File: src/sv/ilp_pkg.sv
// ----------------------------------------------------------------------------
// Integer literal parser package
// Shared widths, state encodings, the parser state record and digit decoding.
// ----------------------------------------------------------------------------
`default_nettype none

package ilp_pkg;

  // Width of the internal accumulator; results are sign-extended or
  // truncated from this width to the 32-bit output.
  localparam int VALUE_WIDTH = 32;
  localparam int OUT_WIDTH   = 32;
  localparam int CHAR_WIDTH  = 8;

  // ASCII codes used by the parser.
  localparam logic [CHAR_WIDTH-1:0] CH_NUL      = 8'h00;
  localparam logic [CHAR_WIDTH-1:0] CH_ZERO     = 8'h30;
  localparam logic [CHAR_WIDTH-1:0] CH_NINE     = 8'h39;
  localparam logic [CHAR_WIDTH-1:0] CH_MINUS    = 8'h2D;
  localparam logic [CHAR_WIDTH-1:0] CH_LOWER_B  = 8'h62;
  localparam logic [CHAR_WIDTH-1:0] CH_LOWER_X  = 8'h78;
  localparam logic [CHAR_WIDTH-1:0] CH_LOWER_A  = 8'h61;
  localparam logic [CHAR_WIDTH-1:0] CH_LOWER_Z  = 8'h7A;
  localparam logic [CHAR_WIDTH-1:0] CH_UPPER_A  = 8'h41;
  localparam logic [CHAR_WIDTH-1:0] CH_UPPER_F  = 8'h46;
  localparam logic [CHAR_WIDTH-1:0] UPCASE_MASK = 8'hDF;

  // Parser phase, one-hot.
  typedef enum logic [3:0] {
    PH_FIRST  = 4'b0001,  // first character expected
    PH_PREFIX = 4'b0010,  // leading zero seen, prefix letter expected
    PH_SIGN   = 4'b0100,  // just after a 0b or 0x prefix
    PH_DIGITS = 4'b1000   // digits
  } phase_t;

  // Selected number base.
  typedef enum logic [1:0] {
    RX_DEC = 2'd0,
    RX_BIN = 2'd1,
    RX_OCT = 2'd2,
    RX_HEX = 2'd3
  } radix_t;

  // Everything the parser carries from one character to the next.
  typedef struct packed {
    phase_t                 phase;
    radix_t                 radix;
    logic [VALUE_WIDTH-1:0] acc;
    logic                   neg;
    logic                   bad;
  } ilp_state_t;

  typedef struct packed {
    logic       valid;
    logic [3:0] val;
  } digit_t;

  // State after reset and after each terminating zero byte.
  localparam ilp_state_t STATE_INIT = '{
    phase: PH_FIRST,
    radix: RX_DEC,
    acc:   '0,
    neg:   1'b0,
    bad:   1'b0
  };

  // Value of a character as a digit of the given base.
  function automatic digit_t ilp_digit(input logic [CHAR_WIDTH-1:0] c, input radix_t rx);
    digit_t                d;
    logic [CHAR_WIDTH-1:0] u;
    logic [CHAR_WIDTH-1:0] dec_off;
    logic [CHAR_WIDTH-1:0] hex_off;
    d       = '0;
    u       = ((c >= CH_LOWER_A) && (c <= CH_LOWER_Z)) ? (c & UPCASE_MASK) : c;
    dec_off = c - CH_ZERO;
    hex_off = u - CH_UPPER_A + 8'd10;
    if ((c >= CH_ZERO) && (c <= CH_NINE)) begin
      d.valid = 1'b1;
      d.val   = dec_off[3:0];
    end else if ((rx == RX_HEX) && (u >= CH_UPPER_A) && (u <= CH_UPPER_F)) begin
      d.valid = 1'b1;
      d.val   = hex_off[3:0];
    end
    // Range limits of the narrower bases.
    if ((rx == RX_BIN) && (d.val > 4'd1)) d.valid = 1'b0;
    if ((rx == RX_OCT) && (d.val > 4'd7)) d.valid = 1'b0;
    return d;
  endfunction

endpackage : ilp_pkg

`default_nettype wire

File: src/sv/integer_literal_parser_unit.sv
// Result path: a terminating zero byte goes through the input register, then loads the
// result register, from which its result transfers.
// Throughput: one character per cycle; the input register and the result register
// decouple the two channels, so only a zero byte meeting a held result stalls, and the
// characters behind it wait with it.
// Reset (rst_n low, synchronous) clears the parser state and both valid flags.
// ----------------------------------------------------------------------------
// Integer literal parser unit
// Parses a zero-terminated ASCII integer literal one character per transfer.
// ----------------------------------------------------------------------------
`default_nettype none

module integer_literal_parser_unit
  import ilp_pkg::*;
(
  input  wire logic                  clk,
  input  wire logic                  rst_n,
  input  wire logic                  in_valid,
  output logic                       in_ready,
  input  wire logic [CHAR_WIDTH-1:0] in_char_code,
  output logic                       out_valid,
  input  wire logic                  out_ready,
  output logic signed [OUT_WIDTH-1:0] out_value,
  output logic                       out_well_formed
);

  logic                  s1_valid_r;
  logic [CHAR_WIDTH-1:0] s1_char_r;
  ilp_state_t            state_r;
  ilp_state_t            state_nxt;
  logic                  out_valid_r;
  logic [OUT_WIDTH-1:0]  out_value_r;
  logic                  out_wf_r;
  logic [OUT_WIDTH-1:0]  res_value;
  logic                  res_wf;
  logic                  s1_is_end;
  logic                  out_free;
  logic                  s1_go;

  // Stage handshakes: only a terminating zero needs the result register.
  assign s1_is_end = (s1_char_r == CH_NUL);
  assign out_free  = !out_valid_r || out_ready;
  assign s1_go     = s1_valid_r && (!s1_is_end || out_free);
  assign in_ready  = !s1_valid_r || s1_go;

  // Input register.
  always_ff @(posedge clk) begin
    if (!rst_n) begin
      s1_valid_r <= 1'b0;
    end else if (in_ready) begin
      s1_valid_r <= in_valid;
    end
  end

  always_ff @(posedge clk) begin
    if (in_ready && in_valid) begin
      s1_char_r <= in_char_code;
    end
  end

  ilp_core u_core (
    .char_code   (s1_char_r),
    .cur         (state_r),
    .nxt         (state_nxt),
    .value       (res_value),
    .well_formed (res_wf)
  );

  // Parser state advances once per character leaving the input register.
  always_ff @(posedge clk) begin
    if (!rst_n) begin
      state_r <= STATE_INIT;
    end else if (s1_go) begin
      state_r <= state_nxt;
    end
  end

  // Result register.
  always_ff @(posedge clk) begin
    if (!rst_n) begin
      out_valid_r <= 1'b0;
    end else if (s1_go && s1_is_end) begin
      out_valid_r <= 1'b1;
    end else if (out_ready) begin
      out_valid_r <= 1'b0;
    end
  end

  always_ff @(posedge clk) begin
    if (s1_go && s1_is_end) begin
      out_value_r <= res_value;
      out_wf_r    <= res_wf;
    end
  end

  assign out_valid       = out_valid_r;
  assign out_value       = signed'(out_value_r);
  assign out_well_formed = out_wf_r;

endmodule : integer_literal_parser_unit

`default_nettype wire

File: src/sv/ilp_core.sv
// ----------------------------------------------------------------------------
// Integer literal parser step logic
// Next state for one character, and the result value for a terminating zero.
// ----------------------------------------------------------------------------
`default_nettype none

module ilp_core
  import ilp_pkg::*;
(
  input  wire logic [CHAR_WIDTH-1:0] char_code,
  input  wire ilp_state_t            cur,
  output ilp_state_t                 nxt,
  output logic [OUT_WIDTH-1:0]       value,
  output logic                       well_formed
);

  radix_t                 radix_eff;
  logic                   take_sign;
  logic                   take_num;
  digit_t                 dig;
  logic [VALUE_WIDTH-1:0] acc_scaled;
  logic [VALUE_WIDTH-1:0] acc_new;
  logic [VALUE_WIDTH-1:0] res_raw;

  // Phase and base decisions for a nonzero character.
  always_comb begin
    nxt       = cur;
    radix_eff = cur.radix;
    take_sign = 1'b0;
    take_num  = 1'b0;
    unique case (cur.phase)
      PH_FIRST: begin
        if (char_code == CH_ZERO) begin
          nxt.phase = PH_PREFIX;
        end else begin
          radix_eff = RX_DEC;
          take_sign = 1'b1;
        end
      end
      PH_PREFIX: begin
        if (char_code == CH_LOWER_B) begin
          radix_eff = RX_BIN;
          nxt.phase = PH_SIGN;
        end else if (char_code == CH_LOWER_X) begin
          radix_eff = RX_HEX;
          nxt.phase = PH_SIGN;
        end else begin
          radix_eff = RX_OCT;
          take_sign = 1'b1;
        end
      end
      PH_SIGN: begin
        take_sign = 1'b1;
      end
      PH_DIGITS: begin
        take_num = 1'b1;
      end
      default: begin
        take_num = 1'b1;
      end
    endcase
    nxt.radix = radix_eff;

    // The sign position takes a minus sign or falls through to a digit.
    if (take_sign) begin
      nxt.phase = PH_DIGITS;
      if (char_code == CH_MINUS) begin
        nxt.neg = 1'b1;
      end else begin
        take_num = 1'b1;
      end
    end

    if (take_num) begin
      if (!dig.valid) begin
        nxt.bad = 1'b1;
      end else if (!cur.bad) begin
        nxt.acc = acc_new;
      end
    end

    // A terminating zero returns the parser to its initial state.
    if (char_code == CH_NUL) begin
      nxt = STATE_INIT;
    end
  end

  // Digit decode and shift-add scaling by the base.
  always_comb begin
    dig = ilp_digit(char_code, radix_eff);
    unique case (radix_eff)
      RX_BIN:  acc_scaled = cur.acc << 1;
      RX_OCT:  acc_scaled = cur.acc << 3;
      RX_HEX:  acc_scaled = cur.acc << 4;
      RX_DEC:  acc_scaled = (cur.acc << 3) + (cur.acc << 1);
      default: acc_scaled = (cur.acc << 3) + (cur.acc << 1);
    endcase
    acc_new = acc_scaled + VALUE_WIDTH'(dig.val);
  end

  // Result for the end of a string.
  always_comb begin
    if (cur.bad) begin
      res_raw = '0;
    end else if (cur.neg) begin
      res_raw = '0 - cur.acc;
    end else begin
      res_raw = cur.acc;
    end
    value       = OUT_WIDTH'(signed'(res_raw));
    well_formed = !cur.bad;
  end

endmodule : ilp_core

`default_nettype wire

File: config.mk
export PLATFORM = sky130hd
export DESIGN_NAME = integer_literal_parser_unit
export DESIGN_NICKNAME = d
export VERILOG_FILES = /design/src/sv/ilp_pkg.sv /design/src/sv/integer_literal_parser_unit.sv /design/src/sv/ilp_core.sv
export SDC_FILE = /design/constraint.sdc
export NUM_CORES = 1
export LEC_CHECK = 0
export ABC_AREA = 0
export BUFFER_PORTS_ARGS = -buffer_cell sky130_fd_sc_hd__buf_2
export CAP_MARGIN = 10
export CELL_PAD_IN_SITES_DETAIL_PLACEMENT = 1
export CELL_PAD_IN_SITES_GLOBAL_PLACEMENT = 2
export CORE_UTILIZATION = 40
export CTS_CLUSTER_DIAMETER = 200
export DETAILED_ROUTE_END_ITERATION = 7
export HOLD_SLACK_MARGIN = 0.02
export PLACE_DENSITY = 0.95
export SLEW_MARGIN = 20
export SYNTH_ARGS = -nofsm -noshare
export SYNTH_HDL_FRONTEND = slang
export SYNTH_SLANG_ARGS = --single-unit
File: constraint.sdc
create_clock -name clk -period 9.4 [get_ports clk]
set_input_delay 0.94 -clock clk [delete_from_list [all_inputs] [get_ports clk]]
set_output_delay 0.94 -clock clk [all_outputs]
set_load 0.005 [all_outputs]
==> out/results.ini, run 1 <==
[setup_path]
critical_path.max_fanout = 19
required_ns = 9.64
arrival_ns = 5.73
reg2reg_depth = 17
crit_path_start_kind = register
setup.worst_path.end_class = register
path_class = reg2reg

[final_layout]
fillerInstances = 2184
drive_above_1_share_pct = 10.6
diodes = 0
fin_cells = 1143
final_nets = 963
multi_input_area_um2 = 4820
final_util_pct = 44.9
register_area_um2 = 2070
syn2layout_area_growth_pct = 8.90

[floorplan]
fp.dieW_um = 136
die_height_um = 136
die-area_um2 = 18500
initial_core_util_pct = 41.2
core_area_um2 = 17400
io_pins = 47
row_count = 48

[clocking]
clkLatencyLatePin_ns = 0.36
hold_buffers = 0
cts_buffers = 9
cts_resized = 0
cts_root_buf = clkbuf_16
postCtsSetupBuffers = 0
cts_tree = done
cts_sinks = 83
clk_pin_slew_ns = 0.07
clk_path_buf_depth = 2
htreeDepth = 3

[timing]
clock_skew_ns = 0.0122
final.period_utilization_pct = 58.4
fmax_mhz = 182
slew_viol_final = 0
tightestPinTransition_ns = 0.987
setup_slack_ns = 3.91
tns_ns = 0
hold_viol_final = 0
rsz0062_at_grt = false
finalCriticalPeriod_ns = 5.49
setup_viol = 0
max_slew_margin_pct = 34.2

[routing]
dr.pass1.iters = 5
viasPerCell = 6.19
wl_um = 23700
post_drt_wl_per_cell_um = 20.7
drt_iter0_markers = 524
drc_errors = 0
vias = 7078
ant_nets = 0

[power]
intPower_w = 0.000588
power.switching_w = 0.000203
clockPowerShare_pct = 43.4
swShare_pct = 25.7
power_density_nw_per_um2 = 101
p_comb_share_pct = 7.1
p_seq_share_pct = 49.5
ir_drop_uv = 109
p_leak_nw = 3.03

[yosys]
syn_inst = 901
synth_area_per_cell_um2 = 7.97
synth_edf_count = 41
netlist_area_um2 = 7180
synth_cell_types = 83
syn-num-nets = 951
synth-main-ff-cell = dfxtp_1
synth.ff_latch_count = 83
yosysWarnings = 0
synth_seq_area_share_pct = 28.8
synth-async-reset-ratio_pct = 0

[hold_path]
hold_path_depth = 2
min_path_type = reg2reg

[placed_design]
place_inst = 1127
hpwl_um = 17400
gp_congestion = 0.895
io_buffers = 46
dpl_worst_slack_ns = 3.97

[grt]
grt_usage_pct = 26.1
grt_pass1_vias = 6847
grt_pass1_wl_um = 37400
antenna_found_initial = 0
grt_overflow = 0
grt_max_degree = 35

[job]
maxCapViolations = 0

[status]
status = finished clean

[metrics by stage]
step | total power [W] | cell area [um2] | hold WS [ns]
6_report | 0.000791 | 7820 | 0.529
2_1_floorplan | 0.000437 | 7180 | 0.463
3_3_place_gp | 0.000453 | 7550 | 0.507
4_1_cts | 0.000794 | 7820 | 0.541
3_5_place_dp | 0.000455 | 7550 | 0.531
5_1_grt | 0.000811 | 7820 | 0.552
[cells in the mapped netlist (4+ instances only)]
| cell | count | area [um2] |
|---|---|---|
| a211oi_1 | 4 | 30.0 |
| a21boi_0 | 5 | 37.5 |
| a21o_1 | 13 | 97.6 |
| a21oi_1 | 57 | 285 |
| a22oi_1 | 11 | 82.6 |
| and2_1 | 8 | 50.1 |
| buf_2 | 8 | 40.0 |
| clkbuf_1 | 43 | 161 |
| dfxtp_1 | 42 | 841 |
| edfxtp_1 | 41 | 1230 |
| ha_1 | 36 | 450 |
| inv_1 | 17 | 63.8 |
| mux2i_1 | 11 | 110 |
| nand2_1 | 107 | 402 |
| nand2b_1 | 12 | 75.1 |
| nand3_1 | 21 | 105 |
| nand4_1 | 12 | 75.1 |
| nor2_1 | 107 | 402 |
| nor2b_1 | 19 | 119 |
| nor3_1 | 27 | 135 |
| nor4_1 | 4 | 25.0 |
| o211ai_1 | 10 | 75.1 |
| o21a_1 | 8 | 60.1 |
| o21ai_0 | 58 | 290 |
| o21ai_1 | 9 | 45.0 |
| o22ai_1 | 10 | 62.6 |
| o31ai_1 | 12 | 90.1 |
| o41ai_1 | 7 | 61.3 |
| or3_1 | 11 | 68.8 |
| or4_1 | 8 | 60.1 |
| xnor2_1 | 28 | 245 |
| xor2_1 | 46 | 403 |
[power groups by stage]
stage	clock [W]	sequential (W)	combinational [W]
floorplan	0	0.000395	0.0000419
global placement	0	0.000399	0.0000538
detailed placement	0	0.000400	0.0000552
CTS	0.000347	0.000392	0.0000557
global route	0.000356	0.000393	0.0000618
finish	0.000343	0.000392	0.0000560
[layer usage]
layer | routed length (um) | share of wire [%] | up-vias | GRT usage [%]
met5 | 0 | 0 | - | 0
met4 | 810 | 3.4 | 0 | 11.7
met3 | 981 | 4.1 | 46 | 3.02
met2 | 11000 | 47 | 178 | 41.3
met1 | 10900 | 46 | 3519 | 35.5
li1 | - | - | 3335 | -
[state kept, by name, summed over array words and instances, names as in the netlist]
register         cells
state_r             40
out_value           32
s1_char_r            8
out_valid            1
out_well_formed      1
s1_valid_r           1
[critical path, cell delays in order, from the launching register on]
cell      delay, ns
edfxtp_1       0.53
or4b_4         0.62
o41a_1         0.41
o21ai_2        0.75
nand2_1        0.24
or4_1          0.55
o21ai_0        0.20
ha_1           0.20
inv_1          0.07
fa_1           0.42
inv_1          0.08
a21o_1         0.14
nand4_1        0.18
nor2_1         0.21
nand2_1        0.20
nor2_1         0.27
a311o_1        0.20
o211ai_1       0.09
[worst paths after layout]
check          startpoint           to  slack, ns
min           state_r[31]  state_r[31]       0.53
max          s1_char_r[2]  state_r[33]       3.91
min reg2reg   state_r[31]  state_r[31]       0.53
max reg2reg  s1_char_r[2]  state_r[33]       3.91
[cell families after synthesis]
kind of cell	count (synthesis)	synth area share (%)
xor gates and xnor gates	74	9.02
adders and majority gates	38	6.83
DFF	83	28.8
and+or+nand+nor	362	25.2
muxes	11	1.53
AOI/OAI and AO/OA	260	24.4
buffers and inverters	73	4.22
[cell usage in the layout, fill, tap and decap left out, types with 17 or more instances in the layout]
cell,Yosys,final
nand2_1,107,107
buf_2,8,46
xor2_1,46,46
nor2_1,107,107
xnor2_1,28,28
nand3_1,21,21
edfxtp_1,41,41
nor3_1,27,27
o21ai_0,58,58
dfxtp_1,42,42
inv_1,17,17
nor2b_1,19,19
a21oi_1,57,57
ha_1,36,36
[layout make-up]
cell class,instances,area share [%]
Inverter,17,0.816
Multi-Input combinational cell,745,61.6
Timing Repair Buffer,57,4.00
Clock buffer,12,3.15
Clock inverter,4,0.320
Tap cell,225,3.60
Sequential cell,83,26.5
Power figures use the tool's default switching activity.
==> run 2, diff against run 1 <==
Settings changed: CORE_UTILIZATION 40 to 37, PLACE_DENSITY 0.95 to 0.92.
Clock period 9.4 ns to 5.2 ns, I/O delays scaled along.
==> out/results.ini, run 2 (same netlist as run 1, synthesis figures left out) <==
[timing]
finalCriticalPeriod_ns = 4.92  ; -0.567 ns
fmax_mhz = 203  ; +12%
rsz0062_at_grt = false
hold_viol_final = 0  ; unchanged
final.period_utilization_pct = 94.7  ; +36 points
clock_skew_ns = 0.0115  ; -0.000681 ns
setup_viol = 0  ; unchanged
tightestPinTransition_ns = 0.892  ; -0.0955 ns
tns_ns = 0  ; unchanged
slew_viol_final = 0  ; unchanged
setup_slack_ns = 0.276  ; -3.63 ns
max_slew_margin_pct = 39.0  ; +4.8 points

[placed_design]
dpl_worst_slack_ns = 0.381  ; -3.59 ns
hpwl_um = 17300  ; -0.21%
gp_congestion = 0.851  ; -4.9%
io_buffers = 46  ; unchanged

[power]
power_density_nw_per_um2 = 188  ; +86%
p_leak_nw = 3.12  ; +2.9%
ir_drop_uv = 160  ; +47%

[setup_path]
crit_top_cell = o211ai_1
setup.worst_path.end_class = register
crit_start = state_r[2]
critical_path.max_stage_delay_ns = 0.77  ; +0.02 ns
reg2reg_depth = 13  ; -4
r2r_start = state_r[2]
crit_chain = ha_1, fa_1, a211oi_1, o211ai_1, a211o_1, o211ai_1, nor4bb_1, o22ai_1, a2111oi_0, nand4_1, nor4_2, xnor2_1, o21ai_2
crit_slowest_cell = a2111oi_0
reg2reg_slack_ns = 0.28  ; -3.63 ns
endpoint = state_r[32]
arrival_ns = 5.16  ; -0.57 ns
required_ns = 5.44  ; -4.20 ns
path_class = reg2reg
critical_path.max_fanout = 5  ; -14
crit_path_start_kind = register
rr_endpoint = state_r[32]

[final_layout]
mostFrequentLayoutCells = nand2_1, nor2_1, o21ai_0
regMostFlops = state_r
syn2layout_area_growth_pct = 11.4
diodes = 0  ; unchanged
drive_above_1_share_pct = 12.0  ; +1.5 points
fillerInstances = 2345  ; +7.4%
largest_reg_flops = 40  ; unchanged
final_nets = 975  ; +1.2%

[routing]
dr.pass1.iters = 5  ; unchanged
post_drt_wl_per_cell_um = 19.6  ; -5.4%
ant_nets = 0  ; unchanged
viasPerCell = 5.82  ; -6.1%
drc_errors = 0  ; unchanged
vias = 6920  ; -2.2%
drt_iter0_markers = 463  ; -12%
wl_um = 23300  ; -1.5%

[floorplan]
core_area_um2 = 18900  ; +8.5%
die-area_um2 = 20000  ; +8.0%
row_count = 50  ; +4.2%
fp.dieW_um = 141  ; +3.9%
die_height_um = 141  ; +3.9%
initial_core_util_pct = 38.0  ; -3.2 points
io_pins = 47  ; unchanged

[status]
status = finished clean

[grt]
grt_usage_pct = 24.2  ; -1.9 points
grt_pass1_vias = 7094  ; +3.6%
antenna_found_initial = 0  ; unchanged
grt_pass1_wl_um = 37800  ; +1.2%
grt_overflow = 0  ; unchanged
grt_max_degree = 35  ; unchanged

[clocking]
cts_tree = done
hold_buffers = 0  ; unchanged
clkLatencyLatePin_ns = 0.36  ; about the same
htreeDepth = 3  ; unchanged
cts_buffers = 9  ; unchanged
clk_pin_slew_ns = 0.07  ; about the same
cts_root_buf = clkbuf_16
cts_sinks = 83  ; unchanged
clk_path_buf_depth = 2  ; unchanged

[job]
maxCapViolations = 0  ; unchanged

[hold_path]
min_path_type = in2reg

-- run 2: power by group --
part           switching [W]  internal [W]  leakage (nW)
sequential         0.0000169      0.000691         0.697
combinational      0.0000644     0.0000366          2.27
clock               0.000278      0.000421         0.150
total               0.000359       0.00115          3.12
-- run 2: per-stage QoR --
| stage | cells | power [W] | utilization [%] | area (um2) | hold WS [ns] |
|---|---|---|---|---|---|
| floorplan | 901 | 0.000790 | - | 7180 | 0.463 |
| global placement | 1174 | 0.000819 | 40.7 | 7680 | 0.514 |
| detailed placement | 1174 | 0.000821 | 40.7 | 7680 | 0.518 |
| CTS | 1190 | 0.00152 | 42.3 | 8000 | 0.327 |
| global route | 1190 | 0.00155 | 42.4 | 8000 | 0.329 |
| finish | 1190 | 0.00151 | 42.4 | 8000 | 0.335 |
-- run 2: layout make-up --
type | instances | area, um2 | share of cell area, %
multi-input combinational | 745 | 4830 | 60.3
timing repair buffer | 69 | 403 | 5.03
tap | 260 | 325 | 4.07
inverter | 17 | 63.8 | 0.797
clock buffer | 11 | 233 | 2.91
sequential | 83 | 2070 | 25.9
clock inverter | 5 | 78.8 | 0.985
-- run 2: worst min path at each step --
stage,startpoint,to,slack (ns),cells past startpoint
2_1_floorplan,state_r[33],state_r[33],0.46,2
3_3_place_gp,state_r[33],state_r[33],0.51,2
3_5_place_dp,state_r[33],state_r[33],0.52,2
4_1_cts,in_char_code[2],s1_char_r[2],0.33,1
5_1_grt,in_char_code[2],s1_char_r[2],0.33,1
6_report,in_char_code[2],s1_char_r[2],0.34,1
-- run 2: worst max-delay path: cells and delay by family (launching register included) --
kind | cells | cell delay (ns)
AO/OA/AOI/OAI | 7 | 2.48
XOR/XNOR | 1 | 0.17
adder cells (fa/ha/maj) | 2 | 0.69
flip-flops | 1 | 0.36
AND/OR/NAND/NOR | 3 | 1.10
-- run 2: routing by layer --
metal	up-vias	track usage (%)	share of wire [%]
li1	3355	-	-
met1	3384	31.5	46
met2	141	39.9	47
met3	40	2.94	3.7
met4	0	11.7	3.3
met5	-	0	0
-- run 2: timing repair --
| item | 4_1_cts | 5_1_grt |
|---|---|---|
| gates resized for setup | 0 | 2 |
| buffers inserted | 0 | 0 |
| setup endpoints to repair | 0 | 2 |
